**config.mk**
```make
export PLATFORM = sky130hd
export DESIGN_NAME = expression_lexer_core
export DESIGN_NICKNAME = d
export VERILOG_FILES = /design/src/rtl/exlex_pkg.sv /design/src/rtl/exlex_front.sv /design/src/rtl/exlex_queue.sv /design/src/rtl/exlex_back.sv /design/src/rtl/expression_lexer_core.sv
export SDC_FILE = /design/constraint.sdc
export NUM_CORES = 1
export LEC_CHECK = 0
export ABC_AREA = 0
export BUFFER_PORTS_ARGS = -buffer_cell sky130_fd_sc_hd__clkbuf_2
export CORE_ASPECT_RATIO = 1.25
export CORE_MARGIN = 5
export CORE_UTILIZATION = 60
export CTS_CLUSTER_SIZE = 20
export DETAILED_ROUTE_END_ITERATION = 16
export PLACE_DENSITY = 0.83
export SETUP_SLACK_MARGIN = 0.3
export SYNTH_ARGS = -nofsm -noshare
export SYNTH_HDL_FRONTEND = slang
export SYNTH_HIERARCHICAL = 1
export SYNTH_SLANG_ARGS = --single-unit
```
**constraint.sdc**
```tcl
create_clock -name clk -period 8.2 [get_ports clk]
set_input_delay 1.64 -clock clk [delete_from_list [all_inputs] [get_ports clk]]
set_output_delay 1.64 -clock clk [all_outputs]
set_load 0.02 [all_outputs]
```
**src/rtl/exlex_pkg.sv**
```systemverilog
// Shared types, constants and helper functions for the expression lexer.
package exlex_pkg;

  localparam int MAX_TEXT = 4096;
  localparam int POS_W    = $clog2(MAX_TEXT + 1);
  localparam int TB_W     = $clog2(MAX_TEXT);
  localparam int WIDE_W   = (POS_W > 13) ? POS_W : 13;
  localparam int Q_DEPTH  = 4;
  localparam int Q_AW     = $clog2(Q_DEPTH);

  localparam logic [2:0] KIND_NUMBER = 3'd0;
  localparam logic [2:0] KIND_OPER   = 3'd1;
  localparam logic [2:0] KIND_IDENT  = 3'd2;
  localparam logic [2:0] KIND_ERROR  = 3'd3;
  localparam logic [2:0] KIND_END    = 3'd4;

  localparam logic [3:0] OP_LE    = 4'd0;
  localparam logic [3:0] OP_PLUS  = 4'd4;
  localparam logic [3:0] OP_MINUS = 4'd5;
  localparam logic [3:0] OP_MUL   = 4'd6;
  localparam logic [3:0] OP_DIV   = 4'd7;
  localparam logic [3:0] OP_POW   = 4'd8;
  localparam logic [3:0] OP_EQ    = 4'd9;
  localparam logic [3:0] OP_LT    = 4'd10;

  // Pending operator candidates.
  localparam logic [1:0] CAND_LT  = 2'd0;
  localparam logic [1:0] CAND_GT  = 2'd1;
  localparam logic [1:0] CAND_INT = 2'd2;
  localparam logic [1:0] CAND_DRV = 2'd3;

  typedef enum logic [1:0] {
    MODE_IDLE,
    MODE_NUM,
    MODE_IDENT,
    MODE_OPPEND
  } scan_mode_t;

  typedef struct packed {
    logic [7:0] character;
    logic       end_of_text;
  } char_beat_t;

  typedef struct packed {
    logic [2:0]  kind;
    logic [11:0] start_position;
    logic [12:0] token_length;
    logic [3:0]  operator_code;
    logic        last;
  } tok_beat_t;

  // One character can produce up to two tokens; they enter the queue together.
  typedef struct packed {
    logic [1:0] count;
    tok_beat_t  tok0;
    tok_beat_t  tok1;
  } push_t;

  // Builds a token beat, saturating position and length to the field widths.
  function automatic tok_beat_t make_tok(input logic [2:0] kind,
                                         input logic [POS_W-1:0] start,
                                         input logic [POS_W-1:0] len,
                                         input logic [3:0] code,
                                         input logic last);
    tok_beat_t t;
    logic [WIDE_W-1:0] s;
    logic [WIDE_W-1:0] l;
    s = WIDE_W'(start);
    l = WIDE_W'(len);
    t.kind           = kind;
    t.start_position = (s > WIDE_W'(4095)) ? 12'hFFF : s[11:0];
    t.token_length   = (l > WIDE_W'(8191)) ? 13'h1FFF : l[12:0];
    t.operator_code  = code;
    t.last           = last;
    return t;
  endfunction

  // Expected character of a keyword operator at a given matched count.
  function automatic logic [7:0] kw_char(input logic [1:0] cand, input logic [1:0] m);
    logic [7:0] ch;
    ch = 8'h00;
    if (cand == CAND_INT) begin
      case (m)
        2'd0:    ch = "i";
        2'd1:    ch = "n";
        default: ch = "t";
      endcase
    end else begin
      case (m)
        2'd0:    ch = "d";
        2'd1:    ch = "r";
        default: ch = "v";
      endcase
    end
    return ch;
  endfunction

endpackage

```
**src/rtl/exlex_front.sv**
```systemverilog
// Front end: accepts characters, runs the scanner state and produces tokens.
module exlex_front (
  input  logic                   clk,
  input  logic                   rst,
  input  logic                   char_valid,
  output logic                   char_ready,
  input  exlex_pkg::char_beat_t  char_beat,
  input  logic                   room,
  output exlex_pkg::push_t       push
);
  import exlex_pkg::*;

  scan_mode_t       scan_mode, scan_mode_next;
  logic [TB_W-1:0]  token_begin, token_begin_next;
  logic [POS_W-1:0] char_position, char_position_next;
  logic [1:0]       prefix_matched, prefix_matched_next;
  logic [1:0]       prefix_candidate, prefix_candidate_next;
  logic             error_seen, error_seen_next;

  tok_beat_t        res [2];
  logic [1:0]       n;
  logic             accept;

  function automatic logic is_digit(input logic [7:0] c);
    return (c >= "0") && (c <= "9");
  endfunction

  function automatic logic is_letter(input logic [7:0] c);
    return ((c >= "a") && (c <= "z")) || ((c >= "A") && (c <= "Z"));
  endfunction

  function automatic logic is_space(input logic [7:0] c);
    return (c == " ") || ((c >= 8'd9) && (c <= 8'd13));
  endfunction

  assign accept     = char_valid && room;
  assign char_ready = room;

  always_comb begin
    logic [7:0]       c;
    logic [POS_W-1:0] tb;
    logic [POS_W-1:0] len;
    logic [1:0]       m;
    logic             done;
    c  = char_beat.character;
    scan_mode_next        = scan_mode;
    token_begin_next      = token_begin;
    char_position_next    = char_position;
    prefix_matched_next   = prefix_matched;
    prefix_candidate_next = prefix_candidate;
    error_seen_next       = error_seen;
    res[0] = '0;
    res[1] = '0;
    n      = 2'd0;
    m      = 2'd0;
    done   = 1'b0;
    tb     = POS_W'(token_begin);
    len    = char_position - tb;

    if (char_beat.end_of_text) begin
      if (!error_seen && scan_mode != MODE_IDLE) begin
        if (scan_mode == MODE_NUM)
          res[n[0]] = make_tok(KIND_NUMBER, tb, len, 4'd0, 1'b0);
        else if (scan_mode == MODE_OPPEND && prefix_candidate < CAND_INT)
          res[n[0]] = make_tok(KIND_OPER, tb, POS_W'(1), OP_LT + 4'(prefix_candidate), 1'b0);
        else
          res[n[0]] = make_tok(KIND_IDENT, tb, len, 4'd0, 1'b0);
        n = n + 2'd1;
      end
      res[n[0]] = make_tok(KIND_END, char_position, '0, 4'd0, 1'b1);
      n = n + 2'd1;
      scan_mode_next        = MODE_IDLE;
      token_begin_next      = '0;
      char_position_next    = '0;
      prefix_matched_next   = '0;
      prefix_candidate_next = '0;
      error_seen_next       = 1'b0;
    end else if (error_seen) begin
      n = 2'd0;
    end else if (char_position >= POS_W'(MAX_TEXT)) begin
      if (scan_mode != MODE_IDLE) begin
        if (scan_mode == MODE_NUM)
          res[n[0]] = make_tok(KIND_NUMBER, tb, len, 4'd0, 1'b0);
        else if (scan_mode == MODE_OPPEND && prefix_candidate < CAND_INT)
          res[n[0]] = make_tok(KIND_OPER, tb, POS_W'(1), OP_LT + 4'(prefix_candidate), 1'b0);
        else
          res[n[0]] = make_tok(KIND_IDENT, tb, len, 4'd0, 1'b0);
        n = n + 2'd1;
      end
      scan_mode_next  = MODE_IDLE;
      error_seen_next = 1'b1;
      res[n[0]] = make_tok(KIND_ERROR, char_position, '0, 4'd0, 1'b0);
      n = n + 2'd1;
    end else begin
      // Resolve a pending operator first; a mismatch falls through and the
      // character is then scanned again as ordinary text.
      if (scan_mode == MODE_OPPEND) begin
        if (prefix_candidate < CAND_INT) begin
          if (c == "=") begin
            res[n[0]] = make_tok(KIND_OPER, tb, POS_W'(2), 4'(prefix_candidate), 1'b0);
            n = n + 2'd1;
            scan_mode_next = MODE_IDLE;
            done = 1'b1;
          end else begin
            res[n[0]] = make_tok(KIND_OPER, tb, POS_W'(1), OP_LT + 4'(prefix_candidate), 1'b0);
            n = n + 2'd1;
            scan_mode_next = MODE_IDLE;
          end
        end else begin
          m = (prefix_matched > 2'd2) ? 2'd2 : prefix_matched;
          if (c == kw_char(prefix_candidate, m)) begin
            prefix_matched_next = m + 2'd1;
            if (m == 2'd2) begin
              res[n[0]] = make_tok(KIND_OPER, tb, POS_W'(3), 4'(prefix_candidate), 1'b0);
              n = n + 2'd1;
              scan_mode_next = MODE_IDLE;
            end
            done = 1'b1;
          end else begin
            scan_mode_next = MODE_IDENT;
          end
        end
      end

      if (!done) begin
        if ((scan_mode_next == MODE_NUM && !is_digit(c)) ||
            (scan_mode_next == MODE_IDENT && !is_letter(c))) begin
          res[n[0]] = make_tok((scan_mode_next == MODE_NUM) ? KIND_NUMBER : KIND_IDENT,
                               tb, len, 4'd0, 1'b0);
          n = n + 2'd1;
          scan_mode_next = MODE_IDLE;
        end
        if (scan_mode_next == MODE_IDLE) begin
          token_begin_next = char_position[TB_W-1:0];
          if (is_space(c)) begin
            scan_mode_next = MODE_IDLE;
          end else if (is_digit(c)) begin
            scan_mode_next = MODE_NUM;
          end else if (c == "<" || c == ">" || c == "i" || c == "d") begin
            scan_mode_next      = MODE_OPPEND;
            prefix_matched_next = 2'd1;
            if (c == "<")      prefix_candidate_next = CAND_LT;
            else if (c == ">") prefix_candidate_next = CAND_GT;
            else if (c == "i") prefix_candidate_next = CAND_INT;
            else               prefix_candidate_next = CAND_DRV;
          end else if (c == "+" || c == "-" || c == "*" || c == "/" || c == "^" ||
                       c == "=") begin
            case (c)
              "+":     res[n[0]] = make_tok(KIND_OPER, char_position, POS_W'(1), OP_PLUS, 1'b0);
              "-":     res[n[0]] = make_tok(KIND_OPER, char_position, POS_W'(1), OP_MINUS, 1'b0);
              "*":     res[n[0]] = make_tok(KIND_OPER, char_position, POS_W'(1), OP_MUL, 1'b0);
              "/":     res[n[0]] = make_tok(KIND_OPER, char_position, POS_W'(1), OP_DIV, 1'b0);
              "^":     res[n[0]] = make_tok(KIND_OPER, char_position, POS_W'(1), OP_POW, 1'b0);
              default: res[n[0]] = make_tok(KIND_OPER, char_position, POS_W'(1), OP_EQ, 1'b0);
            endcase
            n = n + 2'd1;
          end else if (is_letter(c)) begin
            scan_mode_next = MODE_IDENT;
          end else begin
            error_seen_next = 1'b1;
            res[n[0]] = make_tok(KIND_ERROR, char_position, '0, 4'd0, 1'b0);
            n = n + 2'd1;
          end
        end
      end
      char_position_next = char_position + POS_W'(1);
    end
  end

  always_ff @(posedge clk) begin
    if (rst) begin
      scan_mode        <= MODE_IDLE;
      token_begin      <= '0;
      char_position    <= '0;
      prefix_matched   <= '0;
      prefix_candidate <= '0;
      error_seen       <= 1'b0;
    end else if (accept) begin
      scan_mode        <= scan_mode_next;
      token_begin      <= token_begin_next;
      char_position    <= char_position_next;
      prefix_matched   <= prefix_matched_next;
      prefix_candidate <= prefix_candidate_next;
      error_seen       <= error_seen_next;
    end
  end

  assign push.count = accept ? n : 2'd0;
  assign push.tok0  = res[0];
  assign push.tok1  = res[1];

`ifndef NO_ASSERTIONS
  // An end-of-text beat always yields its closing token in the last slot.
  a_end_closes: assert property (@(posedge clk) disable iff (rst)
    (accept && char_beat.end_of_text) |->
      ((push.count == 2'd1 && push.tok0.last) || (push.count == 2'd2 && push.tok1.last)))
    else $error("end of text did not produce a last token");

  // The position counter never runs past the text limit.
  a_pos_bound: assert property (@(posedge clk) disable iff (rst)
    char_position <= POS_W'(MAX_TEXT))
    else $error("character position exceeded the text limit");
`endif

endmodule

```
**src/rtl/exlex_queue.sv**
```systemverilog
// Token queue between the scanner and the output stage: two writes, one read.
module exlex_queue (
  input  logic                  clk,
  input  logic                  rst,
  input  exlex_pkg::push_t      push,
  output logic                  room,
  input  logic                  pop,
  output logic                  nonempty,
  output exlex_pkg::tok_beat_t  head
);
  import exlex_pkg::*;

  tok_beat_t       mem [Q_DEPTH];
  logic [Q_AW-1:0] wr_ptr;
  logic [Q_AW-1:0] rd_ptr;
  logic [Q_AW:0]   count;

  assign room     = count <= (Q_AW + 1)'(Q_DEPTH - 2);
  assign nonempty = count != '0;
  assign head     = mem[rd_ptr];

  always_ff @(posedge clk) begin
    if (push.count != 2'd0)
      mem[wr_ptr] <= push.tok0;
    if (push.count == 2'd2)
      mem[wr_ptr + Q_AW'(1)] <= push.tok1;
  end

  always_ff @(posedge clk) begin
    if (rst) begin
      wr_ptr <= '0;
      rd_ptr <= '0;
      count  <= '0;
    end else begin
      wr_ptr <= wr_ptr + Q_AW'(push.count);
      if (pop)
        rd_ptr <= rd_ptr + Q_AW'(1);
      count <= count + (Q_AW + 1)'(push.count) - (Q_AW + 1)'(pop);
    end
  end

`ifndef NO_ASSERTIONS
  // The scanner only writes when two slots are free, so the queue never overflows.
  a_no_overflow: assert property (@(posedge clk) disable iff (rst)
    (push.count != 2'd0) |-> room)
    else $error("token queue written without room");
`endif

endmodule

```
**src/rtl/exlex_back.sv**
```systemverilog
// Output stage: registers the head of the token queue and presents it downstream.
module exlex_back (
  input  logic                  clk,
  input  logic                  rst,
  input  logic                  nonempty,
  input  exlex_pkg::tok_beat_t  head,
  output logic                  pop,
  output logic                  tok_valid,
  input  logic                  tok_ready,
  output exlex_pkg::tok_beat_t  tok_beat
);
  import exlex_pkg::*;

  assign pop = nonempty && (!tok_valid || tok_ready);

  always_ff @(posedge clk) begin
    if (rst)
      tok_valid <= 1'b0;
    else if (pop)
      tok_valid <= 1'b1;
    else if (tok_ready)
      tok_valid <= 1'b0;
  end

  always_ff @(posedge clk) begin
    if (pop)
      tok_beat <= head;
  end

`ifndef NO_ASSERTIONS
  // An empty output register is refilled as soon as the queue holds a token.
  a_refill: assert property (@(posedge clk) disable iff (rst)
    (!tok_valid && nonempty) |=> tok_valid)
    else $error("output register not refilled from a waiting token");
`endif

endmodule

```
**src/rtl/expression_lexer_core.sv**
```systemverilog
// Top level of the streaming expression lexer.
//
// Usage: text arrives one character per beat on the char channel
// (char_valid/char_ready/char_beat). A beat with end_of_text set closes the
// text: any pending token is flushed, an end token marked last follows, and
// the scanner rearms for a new text. Tokens leave on the tok channel
// (tok_valid/tok_ready/tok_beat), one per beat, in text order.
// Throughput: one character per cycle while the token queue has two free
// slots; a character yields zero, one or two tokens and the output stage
// drains one token per cycle while tok_ready is high, so sustained rate
// is set by that single output beat per cycle. A token made by an accepted
// character is written into the queue, then registered onto tok_beat.
// Reset (rst, synchronous) clears the scanner state, empties the queue and
// drops tok_valid. When the receiver stalls, the output register holds its
// token, the four-entry queue fills, and char_ready falls once fewer than
// two slots are free; no token is ever lost or duplicated.
module expression_lexer_core (
  input  logic                  clk,
  input  logic                  rst,
  input  logic                  char_valid,
  output logic                  char_ready,
  input  exlex_pkg::char_beat_t char_beat,
  output logic                  tok_valid,
  input  logic                  tok_ready,
  output exlex_pkg::tok_beat_t  tok_beat
);
  import exlex_pkg::*;

  push_t     push;
  logic      room;
  logic      pop;
  logic      nonempty;
  tok_beat_t head;

  // The front end scans characters and writes the tokens they complete.
  exlex_front u_front (
    .clk        (clk),
    .rst        (rst),
    .char_valid (char_valid),
    .char_ready (char_ready),
    .char_beat  (char_beat),
    .room       (room),
    .push       (push)
  );

  // The queue decouples scanning from downstream stalls.
  exlex_queue u_queue (
    .clk      (clk),
    .rst      (rst),
    .push     (push),
    .room     (room),
    .pop      (pop),
    .nonempty (nonempty),
    .head     (head)
  );

  // The back end presents one registered token per beat.
  exlex_back u_back (
    .clk       (clk),
    .rst       (rst),
    .nonempty  (nonempty),
    .head      (head),
    .pop       (pop),
    .tok_valid (tok_valid),
    .tok_ready (tok_ready),
    .tok_beat  (tok_beat)
  );

endmodule

```
==> impl_metrics.env <==
export IMPL_outcome="complete, no violations"
export IMPL_final_period_utilization=0.8000
export IMPL_ir_drop_mv=0.1462
export IMPL_num_vias=7920
export IMPL_cts_root_buf="clkbuf_16"
export IMPL_min_from="u_front/token_begin[6]$_SDFFE_PP0P_"
export IMPL_regArea_um2=5797
export IMPL_place_gp_congestion=0.9061
export IMPL_yosysMostFrequentCell="edfxtp_1"
export IMPL_finalClockSkew_ns=0.01497
export IMPL_synth_top_area_share=0.4213
export IMPL_cts_path_max_buffers=3
export IMPL_core_area_um2=19400
export IMPL_hpwlAfterDp_um=18160
export IMPL_yosysWarnings=6
export IMPL_slew_headroom=0.2220
export IMPL_post_place_ws_ns=1.211
export IMPL_synth_area_um2=11760
export IMPL_synthArstFlopShare=0
export IMPL_cts_made_buffers=21
export IMPL_gr_total_overflow=0
export IMPL_portBuffers=47
export IMPL_synth_seq_cells=207
export IMPL_critPathLaunch="char_beat[2]"
export IMPL_p_per_area_nw_per_um2=243.9
export IMPL_synth_adder_area_share=0.02681
export IMPL_fp_dieArea_um2=22520
export IMPL_row_count=57
export IMPL_drc_errors=0
export IMPL_yosys_area_share_xor_xnor=0.01734
export IMPL_antenna_cells=0
export IMPL_grt_usage=0.2365
export IMPL_cp_max_fo=18
export IMPL_fillers=1444
export IMPL_p_leak_nw=4.679
export IMPL_fin_crit_ns=6.560
export IMPL_cp_arrival_ns=6.72
export IMPL_netlist_instances=961
export IMPL_synth_main_ff_cell="edfxtp_1"
export IMPL_synth_simple_gate_area_share=0.1144
export IMPL_via_per_inst=6.311
export IMPL_cts_tree="yes"
export IMPL_h_tree_depth=1
export IMPL_worstSkewPairLatency_ns=0.49
export IMPL_maxSlewViolCount=0
export IMPL_drt_wl_total_um=26570
export IMPL_worstSetupPathType="in2reg"
export IMPL_synth_common_cells="edfxtp_1, mux2_2, nor2_1"
export IMPL_antenna_found_initial=0
export IMPL_muxShareOfSynthArea=0.1944
export IMPL_grt_first_pass_wirelength_um=43010
export IMPL_yosysUniqueCellTypes=92
export IMPL_final_antenna_net_count=0
export IMPL_die_x_um=135.2
export IMPL_hold_buffers=0
export IMPL_final_cell_area_um2=12620
export IMPL_first_iter_violations=874
export IMPL_hold_violations=0
export IMPL_pin_count=48
export IMPL_synth_top_family_by_area="multiplexers"
export IMPL_drv_cap=0
export IMPL_areaGrowthSynthToFinish_pct=7.352
export IMPL_synth_edf_count=165
export IMPL_end_kind="flip-flop"
export IMPL_cts_resized=0
export IMPL_start_kind="primary input"
export IMPL_clk_pin_slew_ns=0.06
export IMPL_grt_max_degree=41
export IMPL_synthTopCellsByArea="edfxtp_1, mux2_2, dfxtp_1, mux4_2, nor2_1"
export IMPL_place_area_um2=12020
export IMPL_setup_viol=0
export IMPL_rsz0062_at_grt="no"
export IMPL_drive_gt1_frac=0.2768
export IMPL_hold_class="reg2reg"
export IMPL_tightest_slew_ns=1.162
export IMPL_synth_top_cell_by_area="edfxtp_1"
export IMPL_post_drt_wl_per_cell_um=21.17
export IMPL_fmax_ghz=0.1524
export IMPL_avgSynthCellArea_um2=12.24
export IMPL_grt_pass1_vias=7893
export IMPL_setup_ws_ns=1.640
export IMPL_post_cts_buffers=0
export IMPL_r2r_start="u_front/prefix_candidate[1]$_SDFFE_PP0P_"
export IMPL_required_ns=8.36
export IMPL_fin_util=0.6508
export IMPL_nNetsFinal=1013
export IMPL_synth_compound_area_frac=0.1050
export IMPL_multi_input_area_um2=5468
export IMPL_tns_ns=0
export IMPL_synth_seq_area_share=0.4928
export IMPL_cts_sinks=207
export IMPL_die_h_um=166.5
export IMPL_drt_pass1_iter_count=5
export IMPL_initial_core_util=0.6062
[final cells by class]
class	count	area share
flip-flops and latches	207	0.4592
multi-input cells	658	0.4331
clock buffers	25	0.04281
well taps	265	0.02626
repair buffers	56	0.02398
inverters	32	0.009514
clock inverters	12	0.005154
[final timing paths]
| path | to | slack, ns | cells past startpoint |
|---|---|---|---|
| setup / recovery | u_queue/mem[0][7]$_DFFE_PP_ | 1.64 | 16 |
| hold / removal | u_front/token_begin[6]$_SDFFE_PP0P_ | 0.52 | 1 |
| setup reg to reg | u_queue/mem[0][7]$_DFFE_PP_ | 2.33 | 15 |
| hold reg to reg | u_front/token_begin[6]$_SDFFE_PP0P_ | 0.52 | 1 |
[state kept, by name, summed over array words and instances (netlist names), 3 cells and up, named ones only]
signal,flops
u_queue/mem,132
u_back/tok_beat,33
u_front/char_position,13
u_front/token_begin,12
u_queue/count,3
[through the flow]
step | power, mW | cells | hold WS (ns)
after floorplan | 2.029 | 972 | 0.4728
after global placement | 2.228 | 1218 | 0.4798
after detailed placement | 2.254 | 1218 | 0.4979
after CTS | 3.105 | 1255 | 0.5134
after global routing | 3.218 | 1255 | 0.5411
final | 3.079 | 1255 | 0.5151
[routing by layer]
metal,global-route usage,up-vias,routed length (um)
met5,0,-,0
met4,0.06532,0,664
met3,0.02806,43,1638
met2,0.4045,341,13460
met1,0.3203,3868,10800
li1,-,3668,-
[layout by cell type, fill, tap and decap left out, types with 31 or more instances in the layout]
cell / instances
a21oi_1: 43
clkbuf_2: 47
dfxtp_1: 41
edfxtp_1: 165
inv_1: 31
mux2_2: 131
mux4_2: 33
nand2_1: 37
nor2_1: 91
o21ai_0: 35
[critical path, cell delays in order]
cell,delay [ns]
clkbuf_2,0.22
inv_1,0.13
a221oi_1,0.46
o211ai_4,0.19
or3_4,0.42
a31oi_2,0.24
inv_1,0.12
ha_1,0.57
ha_1,0.33
o21ai_0,0.18
nor2_1,0.06
a21oi_1,0.16
a21oi_1,0.25
nand4b_2,0.77
o21ai_4,0.54
buf_4,0.40
[cell families after synthesis]
kind of cell             Yosys count
AO/OA/AOI/OAI                    176
XOR/XNOR                          20
adder cells (fa/ha/maj)           24
buffers and inverters            107
flip-flops                       207
multiplexers                     170
other                              1
AND/OR/NAND/NOR                  256
[power breakdown]
part | internal (mW) | switching, mW
Combinational | 0.299 | 0.493
Sequential | 1.37 | 0.0618
Clock | 0.472 | 0.380
Total | 2.14 | 0.935
(Power assumes the default switching activity.)
